===== config.mk =====
export PLATFORM = sky130hd
export DESIGN_NAME = ccd_datapath
export DESIGN_NICKNAME = d
export VERILOG_FILES = /design/src/design/ccd_pkg.sv /design/src/design/ccd_datapath.sv
export SDC_FILE = /design/constraint.sdc
export NUM_CORES = 2
export LEC_CHECK = 0
export BUFFER_PORTS_ARGS = -buffer_cell sky130_fd_sc_hd__buf_2
export CAP_MARGIN = 20
export CELL_PAD_IN_SITES_DETAIL_PLACEMENT = 0
export CELL_PAD_IN_SITES_GLOBAL_PLACEMENT = 1
export CORE_MARGIN = 3
export CORE_UTILIZATION = 50
export DETAILED_ROUTE_END_ITERATION = 16
export PLACE_DENSITY_LB_ADDON = 0.1
export SETUP_SLACK_MARGIN = 0.05
export SLEW_MARGIN = 20
export SYNTH_ARGS = -nofsm -noshare
export SYNTH_HDL_FRONTEND = slang
export SYNTH_SLANG_ARGS = --single-unit

===== constraint.sdc =====
create_clock -name clk -period 11.14 [get_ports clk]
set_clock_uncertainty 0.2 [all_clocks]
set_input_delay 1.114 -clock clk [delete_from_list [all_inputs] [get_ports clk]]
set_output_delay 1.114 -clock clk [all_outputs]
set_load 0.05 [all_outputs]

===== src/design/ccd_pkg.sv =====
`default_nettype none

package ccd_pkg;

	// Number formats
	localparam int ACC_FRAC_BITS   = 16;
	localparam int POINT_FRAC_BITS = 30;
	localparam int ACC_W           = 64;
	localparam int WIDE_W          = 96;
	localparam int SH_W            = 7;

	// Coefficient products carry 16 fraction bits; align them to the accumulator format.
	localparam int COEF_UP   = (ACC_FRAC_BITS >= 16) ? (ACC_FRAC_BITS - 16) : 0;
	localparam int COEF_DOWN = (ACC_FRAC_BITS < 16) ? (16 - ACC_FRAC_BITS) : 0;

	// Shift after x*acc: the inner steps use 2x, the closing step uses x.
	localparam int SH_STEP = POINT_FRAC_BITS - 1;
	localparam int SH_END  = POINT_FRAC_BITS;

	localparam logic [ACC_W-1:0] ACC_MAX = {1'b0, {(ACC_W-1){1'b1}}};
	localparam logic [ACC_W-1:0] ACC_MIN = {1'b1, {(ACC_W-1){1'b0}}};

	// Sequencer
	localparam int PC_W = 5;
	typedef logic [PC_W-1:0] pc_t;
	localparam pc_t LAST_BASE = 5'd11;

	// Multiplier operand selection
	typedef logic [1:0] mul_op_t;
	localparam mul_op_t MUL_NONE = 2'd0;
	localparam mul_op_t MUL_COEF = 2'd1;
	localparam mul_op_t MUL_LO   = 2'd2;
	localparam mul_op_t MUL_HI   = 2'd3;

	// Accumulator whose magnitude is loaded for the next two partial products
	typedef logic [1:0] mag_src_t;
	localparam mag_src_t MAG_NONE = 2'd0;
	localparam mag_src_t MAG_B    = 2'd1;
	localparam mag_src_t MAG_D    = 2'd2;
	localparam mag_src_t MAG_S    = 2'd3;

	// Wide product register operation
	typedef logic [1:0] wide_op_t;
	localparam wide_op_t W_NONE  = 2'd0;
	localparam wide_op_t W_COEF  = 2'd1;
	localparam wide_op_t W_LOAD  = 2'd2;
	localparam wide_op_t W_ADDHI = 2'd3;

	// Floor shift and saturation of the wide product
	typedef logic [1:0] rnd_op_t;
	localparam rnd_op_t R_NONE = 2'd0;
	localparam rnd_op_t R_COEF = 2'd1;
	localparam rnd_op_t R_STEP = 2'd2;
	localparam rnd_op_t R_END  = 2'd3;

	// Saturating adder
	typedef logic [1:0] alu_op_t;
	localparam alu_op_t ALU_NONE = 2'd0;
	localparam alu_op_t ALU_SUB  = 2'd1;
	localparam alu_op_t ALU_ADD  = 2'd2;

	typedef logic [1:0] alu_dst_t;
	localparam alu_dst_t DST_B = 2'd0;
	localparam alu_dst_t DST_D = 2'd1;
	localparam alu_dst_t DST_S = 2'd2;

	typedef logic alu_a_t;
	localparam alu_a_t A_TERM = 1'b0;
	localparam alu_a_t A_DST  = 1'b1;

	typedef logic [2:0] alu_b_t;
	localparam alu_b_t B_B2   = 3'd0;
	localparam alu_b_t B_D2   = 3'd1;
	localparam alu_b_t B_S2   = 3'd2;
	localparam alu_b_t B_C    = 3'd3;
	localparam alu_b_t B_B1   = 3'd4;
	localparam alu_b_t B_B1X2 = 3'd5;
	localparam alu_b_t B_D1X2 = 3'd6;
	localparam alu_b_t B_D1X4 = 3'd7;

	// End of item action
	typedef logic [1:0] fin_t;
	localparam fin_t F_NONE   = 2'd0;
	localparam fin_t F_COMMIT = 2'd1;
	localparam fin_t F_EMIT   = 2'd2;

	typedef logic [1:0] jmp_t;
	localparam jmp_t J_NEXT = 2'd0;
	localparam jmp_t J_LAST = 2'd1;
	localparam jmp_t J_DONE = 2'd2;

	typedef struct packed {
		mul_op_t  mul;
		mag_src_t mag;
		wide_op_t wide;
		rnd_op_t  rnd;
		alu_op_t  alu;
		alu_dst_t dst;
		alu_a_t   a;
		alu_b_t   b;
		fin_t     fin;
		jmp_t     jmp;
	} uword_t;

	function automatic uword_t uw_make(mul_op_t mul, mag_src_t mag, wide_op_t wide,
			rnd_op_t rnd, alu_op_t alu, alu_dst_t dst, alu_a_t a, alu_b_t b,
			fin_t fin, jmp_t jmp);
		uword_t w;
		w.mul  = mul;
		w.mag  = mag;
		w.wide = wide;
		w.rnd  = rnd;
		w.alu  = alu;
		w.dst  = dst;
		w.a    = a;
		w.b    = b;
		w.fin  = fin;
		w.jmp  = jmp;
		return w;
	endfunction

	// Program: address 0 is shared, 1..10 run an inner coefficient, 11..20 close the run.
	function automatic uword_t ucode(pc_t pc);
		uword_t w;
		unique case (pc)
			5'd0:  w = uw_make(MUL_COEF, MAG_B, W_NONE, R_NONE, ALU_NONE, DST_B, A_TERM,
					B_B2, F_NONE, J_LAST);
			5'd1:  w = uw_make(MUL_LO, MAG_NONE, W_COEF, R_NONE, ALU_NONE, DST_B, A_TERM,
					B_B2, F_NONE, J_NEXT);
			5'd2:  w = uw_make(MUL_HI, MAG_D, W_LOAD, R_COEF, ALU_NONE, DST_B, A_TERM,
					B_B2, F_NONE, J_NEXT);
			5'd3:  w = uw_make(MUL_LO, MAG_NONE, W_ADDHI, R_NONE, ALU_NONE, DST_B, A_TERM,
					B_B2, F_NONE, J_NEXT);
			5'd4:  w = uw_make(MUL_HI, MAG_S, W_LOAD, R_STEP, ALU_NONE, DST_B, A_TERM,
					B_B2, F_NONE, J_NEXT);
			5'd5:  w = uw_make(MUL_LO, MAG_NONE, W_ADDHI, R_NONE, ALU_SUB, DST_B, A_TERM,
					B_B2, F_NONE, J_NEXT);
			5'd6:  w = uw_make(MUL_HI, MAG_NONE, W_LOAD, R_STEP, ALU_ADD, DST_B, A_DST,
					B_C, F_NONE, J_NEXT);
			5'd7:  w = uw_make(MUL_NONE, MAG_NONE, W_ADDHI, R_NONE, ALU_SUB, DST_D, A_TERM,
					B_D2, F_NONE, J_NEXT);
			5'd8:  w = uw_make(MUL_NONE, MAG_NONE, W_NONE, R_STEP, ALU_ADD, DST_D, A_DST,
					B_B1X2, F_NONE, J_NEXT);
			5'd9:  w = uw_make(MUL_NONE, MAG_NONE, W_NONE, R_NONE, ALU_SUB, DST_S, A_TERM,
					B_S2, F_NONE, J_NEXT);
			5'd10: w = uw_make(MUL_NONE, MAG_NONE, W_NONE, R_NONE, ALU_ADD, DST_S, A_DST,
					B_D1X4, F_COMMIT, J_DONE);
			5'd11: w = uw_make(MUL_LO, MAG_NONE, W_COEF, R_NONE, ALU_NONE, DST_B, A_TERM,
					B_B2, F_NONE, J_NEXT);
			5'd12: w = uw_make(MUL_HI, MAG_D, W_LOAD, R_COEF, ALU_NONE, DST_B, A_TERM,
					B_B2, F_NONE, J_NEXT);
			5'd13: w = uw_make(MUL_LO, MAG_NONE, W_ADDHI, R_NONE, ALU_NONE, DST_B, A_TERM,
					B_B2, F_NONE, J_NEXT);
			5'd14: w = uw_make(MUL_HI, MAG_S, W_LOAD, R_END, ALU_NONE, DST_B, A_TERM,
					B_B2, F_NONE, J_NEXT);
			5'd15: w = uw_make(MUL_LO, MAG_NONE, W_ADDHI, R_NONE, ALU_SUB, DST_B, A_TERM,
					B_B2, F_NONE, J_NEXT);
			5'd16: w = uw_make(MUL_HI, MAG_NONE, W_LOAD, R_END, ALU_ADD, DST_B, A_DST,
					B_C, F_NONE, J_NEXT);
			5'd17: w = uw_make(MUL_NONE, MAG_NONE, W_ADDHI, R_NONE, ALU_SUB, DST_D, A_TERM,
					B_D2, F_NONE, J_NEXT);
			5'd18: w = uw_make(MUL_NONE, MAG_NONE, W_NONE, R_END, ALU_ADD, DST_D, A_DST,
					B_B1, F_NONE, J_NEXT);
			5'd19: w = uw_make(MUL_NONE, MAG_NONE, W_NONE, R_NONE, ALU_SUB, DST_S, A_TERM,
					B_S2, F_NONE, J_NEXT);
			5'd20: w = uw_make(MUL_NONE, MAG_NONE, W_NONE, R_NONE, ALU_ADD, DST_S, A_DST,
					B_D1X2, F_EMIT, J_DONE);
			default: w = uw_make(MUL_NONE, MAG_NONE, W_NONE, R_NONE, ALU_NONE, DST_B,
					A_TERM, B_B2, F_NONE, J_DONE);
		endcase
		return w;
	endfunction

endpackage

`default_nettype wire


===== src/design/ccd_datapath.sv =====
`default_nettype none

module ccd_datapath import ccd_pkg::*; (
	input  wire logic              clk,
	input  wire logic              arst_n,
	input  wire logic              load,
	input  wire logic              step_en,
	input  wire uword_t            uw,
	input  wire logic [31:0]       coefficient,
	input  wire logic [31:0]       ref_coefficient,
	input  wire logic [31:0]       point,
	input  wire logic [31:0]       unit_scale,
	output logic      [ACC_W-1:0]  value,
	output logic      [ACC_W-1:0]  first_derivative,
	output logic      [ACC_W-1:0]  curvature,
	output logic                   overflow
);

	// Floor shift of a sign and magnitude product, saturated to 64 bits; bit 64 flags overflow.
	function automatic logic [ACC_W:0] rnd_sat(logic neg, logic [WIDE_W-1:0] mag,
			logic [SH_W-1:0] sh);
		logic [WIDE_W-1:0] q;
		logic              rem;
		logic [ACC_W:0]    r;
		q   = mag >> sh;
		rem = |(mag & ((({{(WIDE_W-1){1'b0}}, 1'b1}) << sh) - 1'b1));
		if (!neg) begin
			if (|q[WIDE_W-1:ACC_W-1])
				r = {1'b1, ACC_MAX};
			else
				r = {1'b0, q[ACC_W-1:0]};
		end else if (rem) begin
			// -(q + 1) is the bitwise complement of q.
			if (|q[WIDE_W-1:ACC_W-1])
				r = {1'b1, ACC_MIN};
			else
				r = {1'b0, ~q[ACC_W-1:0]};
		end else begin
			if ((|q[WIDE_W-1:ACC_W]) || (q[ACC_W-1] && (|q[ACC_W-2:0])))
				r = {1'b1, ACC_MIN};
			else
				r = {1'b0, -q[ACC_W-1:0]};
		end
		return r;
	endfunction

	// Saturating doubling.
	function automatic logic [ACC_W:0] dbl_sat(logic [ACC_W-1:0] v);
		logic [ACC_W:0] r;
		if (v[ACC_W-1] != v[ACC_W-2])
			r = {1'b1, (v[ACC_W-1] ? ACC_MIN : ACC_MAX)};
		else
			r = {1'b0, v[ACC_W-2:0], 1'b0};
		return r;
	endfunction

	// Run state
	logic              in_run_q;
	logic [31:0]       xmag_q;
	logic              xneg_q;
	logic              run_ovf_q;
	logic [ACC_W-1:0]  b1_q, b2_q, d1_q, d2_q, s1_q, s2_q;

	// Working registers
	logic [32:0]       msum_q;
	logic              csgn_q;
	logic [ACC_W-1:0]  magreg_q;
	logic              magneg_q;
	logic [63:0]       prod_q;
	logic [WIDE_W-1:0] wide_q;
	logic              wneg_q;
	logic [ACC_W-1:0]  c_q, term_q, rb_q, rd_q, rs_q;

	logic [32:0]       sum33;
	logic [31:0]       pmag;
	logic [ACC_W-1:0]  srcv;
	logic [31:0]       mul_a, mul_b;
	logic [WIDE_W-1:0] rmag;
	logic [SH_W-1:0]   rsh;
	logic [ACC_W:0]    rres;
	logic              rnd_ovf;
	logic [ACC_W:0]    b1x2, d1x2, d1x4;
	logic [ACC_W-1:0]  a_val, b_val, dst_val;
	logic              b_ovf;
	logic [ACC_W:0]    sum65;
	logic [ACC_W-1:0]  alu_res;
	logic              alu_ovf;
	logic              step_ovf;

	// Item operands: coefficient sum as sign and magnitude, point magnitude.
	assign sum33 = {coefficient[31], coefficient} + {ref_coefficient[31], ref_coefficient};
	assign pmag  = point[31] ? (32'd0 - point) : point;

	// Accumulator feeding the next pair of partial products.
	always_comb begin
		unique case (uw.mag)
			MAG_B:   srcv = b1_q;
			MAG_D:   srcv = d1_q;
			MAG_S:   srcv = s1_q;
			default: srcv = '0;
		endcase
	end

	// Shared 32x32 multiplier operands.
	always_comb begin
		unique case (uw.mul)
			MUL_COEF: mul_a = msum_q[31:0];
			MUL_HI:   mul_a = magreg_q[63:32];
			default:  mul_a = magreg_q[31:0];
		endcase
		mul_b = (uw.mul == MUL_COEF) ? unit_scale : xmag_q;
	end

	// Floor shift and saturation.
	always_comb begin
		rmag = (uw.rnd == R_COEF) ? (wide_q << COEF_UP) : wide_q;
		unique case (uw.rnd)
			R_COEF:  rsh = SH_W'(COEF_DOWN);
			R_STEP:  rsh = SH_W'(SH_STEP);
			default: rsh = SH_W'(SH_END);
		endcase
		rres    = rnd_sat(wneg_q, rmag, rsh);
		rnd_ovf = (uw.rnd != R_NONE) && rres[ACC_W];
	end

	// Saturating adder with its operand selection.
	always_comb begin
		b1x2 = dbl_sat(b1_q);
		d1x2 = dbl_sat(d1_q);
		d1x4 = dbl_sat(d1x2[ACC_W-1:0]);
		unique case (uw.dst)
			DST_D:   dst_val = rd_q;
			DST_S:   dst_val = rs_q;
			default: dst_val = rb_q;
		endcase
		a_val = (uw.a == A_DST) ? dst_val : term_q;
		unique case (uw.b)
			B_B2:   begin b_val = b2_q;              b_ovf = 1'b0;                   end
			B_D2:   begin b_val = d2_q;              b_ovf = 1'b0;                   end
			B_S2:   begin b_val = s2_q;              b_ovf = 1'b0;                   end
			B_C:    begin b_val = c_q;               b_ovf = 1'b0;                   end
			B_B1:   begin b_val = b1_q;              b_ovf = 1'b0;                   end
			B_B1X2: begin b_val = b1x2[ACC_W-1:0];   b_ovf = b1x2[ACC_W];            end
			B_D1X2: begin b_val = d1x2[ACC_W-1:0];   b_ovf = d1x2[ACC_W];            end
			B_D1X4: begin b_val = d1x4[ACC_W-1:0];   b_ovf = d1x2[ACC_W] | d1x4[ACC_W]; end
		endcase
		if (uw.alu == ALU_SUB)
			sum65 = {a_val[ACC_W-1], a_val} - {b_val[ACC_W-1], b_val};
		else
			sum65 = {a_val[ACC_W-1], a_val} + {b_val[ACC_W-1], b_val};
		if (sum65[ACC_W] != sum65[ACC_W-1])
			alu_res = sum65[ACC_W] ? ACC_MIN : ACC_MAX;
		else
			alu_res = sum65[ACC_W-1:0];
		alu_ovf  = (uw.alu != ALU_NONE) && (b_ovf || (sum65[ACC_W] != sum65[ACC_W-1]));
		step_ovf = rnd_ovf | alu_ovf;
	end

	// Closing results, valid in the emit step.
	assign value             = rb_q;
	assign first_derivative  = rd_q;
	assign curvature         = alu_res;
	assign overflow          = run_ovf_q | step_ovf;

	// Run state: latched point, recurrence history and sticky overflow.
	always_ff @(posedge clk or negedge arst_n) begin
		if (!arst_n) begin
			in_run_q  <= 1'b0;
			xmag_q    <= '0;
			xneg_q    <= 1'b0;
			run_ovf_q <= 1'b0;
			b1_q      <= '0;
			b2_q      <= '0;
			d1_q      <= '0;
			d2_q      <= '0;
			s1_q      <= '0;
			s2_q      <= '0;
		end else if (load) begin
			if (!in_run_q) begin
				xmag_q <= pmag;
				xneg_q <= point[31];
			end
			in_run_q <= 1'b1;
		end else if (step_en) begin
			unique case (uw.fin)
				F_COMMIT: begin
					b2_q      <= b1_q;
					b1_q      <= rb_q;
					d2_q      <= d1_q;
					d1_q      <= rd_q;
					s2_q      <= s1_q;
					s1_q      <= alu_res;
					run_ovf_q <= run_ovf_q | step_ovf;
				end
				F_EMIT: begin
					in_run_q  <= 1'b0;
					xmag_q    <= '0;
					xneg_q    <= 1'b0;
					run_ovf_q <= 1'b0;
					b1_q      <= '0;
					b2_q      <= '0;
					d1_q      <= '0;
					d2_q      <= '0;
					s1_q      <= '0;
					s2_q      <= '0;
				end
				default: begin
					run_ovf_q <= run_ovf_q | step_ovf;
				end
			endcase
		end
	end

	// Working registers driven by the control word.
	always_ff @(posedge clk) begin
		if (load) begin
			csgn_q <= sum33[32];
			msum_q <= sum33[32] ? (33'd0 - sum33) : sum33;
		end
		if (step_en) begin
			if (uw.mag != MAG_NONE) begin
				magreg_q <= srcv[ACC_W-1] ? (ACC_W'(0) - srcv) : srcv;
				magneg_q <= srcv[ACC_W-1] ^ xneg_q;
			end
			if (uw.mul != MUL_NONE)
				prod_q <= {32'd0, mul_a} * {32'd0, mul_b};
			unique case (uw.wide)
				W_COEF: begin
					wide_q <= {32'd0, prod_q} +
						(msum_q[32] ? {32'd0, unit_scale, 32'd0} : {WIDE_W{1'b0}});
					wneg_q <= csgn_q;
				end
				W_LOAD: begin
					wide_q <= {32'd0, prod_q};
					wneg_q <= magneg_q;
				end
				W_ADDHI: begin
					wide_q <= wide_q + {prod_q, 32'd0};
				end
				default: begin
				end
			endcase
			if (uw.rnd == R_COEF)
				c_q <= rres[ACC_W-1:0];
			else if (uw.rnd != R_NONE)
				term_q <= rres[ACC_W-1:0];
			if (uw.alu != ALU_NONE) begin
				unique case (uw.dst)
					DST_D:   rd_q <= alu_res;
					DST_S:   rs_q <= alu_res;
					default: rb_q <= alu_res;
				endcase
			end
		end
	end

endmodule

`default_nettype wire


==> results.cfg <==
[cts]
clockRootBuffer = clkbuf_16
cts_sinks = 999
cts_hold_buf = 0
cts_tree = yes
clock_latency_ps = 840
cts_max_level = 3
cts.path.max_buffers = 3
clk_pin_slew_ps = 70
numCtsBuffers = 113

[logic_synthesis]
ys.flop_type = edfxtp_1
synth.largest_area_cell = fa_1
syn_nets = 12300
yosysWarnings = 0
synth-edff-count = 580
synth_area_leaders = fa_1, edfxtp_1, dfrtp_1, ha_1, nand2_1
ys_types = 92
seq_area_frac_synth_pct = 28.6
async_reset_ff_share_pct = 41.9
netlist_instances = 10800
ys_seq_elements = 999
syn_avg_cell_area_um2 = 9.06
syn_area_mm2 = 0.0975
synth_top_area_share_pct = 18.5

[global_route]
grt_pass1_wl_um = 592000
overflow = 0
antenna_found_initial = 32
grt_use_total_pct = 41.0
grt_max_degree = 114
grt_pass1_vias = 84500

[detailed_routing]
drc = 0
routed_wl_um = 414000
antenna_left = 0
first_pass_iters = 9
drt_iter0_drc = 8863
vias = 86300
wl_per_cell_um = 29.8
via_per_inst = 6.22

[timing]
fmax_mhz = 91.3
period_share_pct = 98.3
hold_viol = 0
max_slew_margin_pct = 14.4
final.min_clock_period_ps = 10950
setup_viol = 0
finalMaxSlewViolations = 0
tightest_slew_ps = 1270
finalSetupTns_ps = 0

[setup_path]
cp.arrival_ps = 9630
path_class = flop to output port
r2r-start = msum_q[6]$_DFFE_PP_
critical-path-max-stage-delay_ps = 660
required_ps = 9830
crit_path_end_kind = output port
crit_fanout = 21
startpoint_type = flop
worst_path_most_repeated_cell = buf_4
crit_path_top_delay_cell = a2111oi_2
r2r-end = prod_q[62]$_DFFE_PP_
worst-r2r-cell-count = 33
rrSetupSlack_ps = 1310

[finish]
nets = 12800
fill_cells = 17500
layout-drive-gt1-share_pct = 13.8
area_growth_pct = 12.9
final_cell_mix = nand2_1, nor2_1, inv_1, fa_1, o21ai_0
final_common_cell = nand2_1

[run]
drv_cap = 0

[floorplan]
rows = 161
core_mm2 = 0.193
die_h_um = 448
start_util_pct = 50.5
die_width_um = 448
io_pins = 345
die_area_mm2 = 0.200

[placement]
dp_hpwl_um = 326000
io_buffers = 342
place_congestion = 1.02

[worst_hold_path]
hold_class = primary input to asynchronous set/reset pin

[run_status]
status = completed
## registers in the layout, indices dropped and copies added, names as in the netlist, 32 cells and up
name and cells:
prod_q 64, s2_q 64, rs_q 64, value 64, d1_q 64, msum_q 33
rmag 96, magreg_q 64, term_q 64, c_q 64, d2_q 64, s1_q 64
first_derivative 64, b1_q 64, xmag_q 32, b2_q 64
## synth_stat cells (all sizes together) (106+ instances only)
cell / instances
nand2: 1499
ha: 476
mux2: 169
inv: 994
dfrtp: 419
a21oi: 537
mux2i: 193
nand2b: 272
nor2: 1113
buf: 141
xor2: 171
xnor2: 252
a21o: 190
and2: 106
clkbuf: 498
edfxtp: 580
fa: 900
a22oi: 117
o21ai: 820
nor3: 122
nand3: 135
## logic make-up (layout without fill, tap and decap cells)
logic type	count (synthesis)	after routing	share of synthesized area [%]
AO/OA/AOI/OAI	2271	2271	14.3
XOR/XNOR	423	423	3.81
adder cells (fa/ha/maj)	1407	1407	24.9
buffers and inverters	1636	2199	6.59
flip-flops	999	999	28.6
multiplexers	432	432	5.55
other	0	32	0
AND/OR/NAND/NOR	3595	3595	16.2
## per-stage QoR
step / worst slack [ps] / utilization (%) / std cells / hold WS (ps) / cell area, µm²
final: 192 / 57.0 / 13900 / 169 / 110000
after global routing: -20.8 / 57.0 / 13900 / 246 / 110000
after CTS: 95.1 / 56.9 / 13900 / 191 / 110000
after detailed placement: 243 / 54.7 / 13600 / 263 / 106000
after global placement: 239 / 54.7 / 13600 / 256 / 106000
after floorplan: 716 / - / 10800 / 241 / 97500
## worst max-delay path by stage
stage                     cells past startpoint              endpoint            startpoint  slack [ps]
final                                        39          curvature[1]  d1_q[62]$_DFFE_PN0P_         190
after global routing                         38         curvature[37]  d1_q[63]$_DFFE_PN0P_         -20
after CTS                                    34          curvature[9]  d1_q[63]$_DFFE_PN0P_         100
after detailed placement                     32  prod_q[62]$_DFFE_PP_                uw[19]         240
after global placement                       32  prod_q[62]$_DFFE_PP_                uw[19]         240
after floorplan                              43          curvature[0]  d1_q[62]$_DFFE_PN0P_         720
## critical path, delay by kind of cell (launching register included)
kind	cells	cell delay, ps
XOR/XNOR	2	330
AO/OA/AOI/OAI	12	2820
AND/OR/NAND/NOR	11	2300
flip-flops	1	370
adder cells (fa/ha/maj)	3	930
buffers and inverters	11	2070
## area by class of cell
class	instances	area, µm²	area share [%]
multi-input combinational	8128	63700	57.9
inverter	997	3740	3.40
clock inverter	68	925	0.840
clock buffer	148	3210	2.91
sequential	999	27900	25.3
tap	2526	3160	2.87
antenna	32	80.1	0.0727
timing repair buffer	986	7360	6.68
## per-layer routing
metal / vias to the layer above / global-route usage (%) / routed length, µm
li1: 37400 / - / -
met1: 43100 / 49.4 / 151000
met2: 4495 / 63.5 / 185000
met3: 1300 / 11.0 / 40500
met4: 20 / 29.5 / 37100
met5: - / 0 / 119
## what timing repair did
item | in CTS | in global routing
endpoints found under the setup margin | 46 | 64
setup buffers | 1 | 1
gates cloned | 0 | 0
pin swaps | 1 | 2
resized for setup | 4 | 25
Power is not shown: default switching activity piles up to over one toggle a cycle in this logic, so the estimate is an artifact.
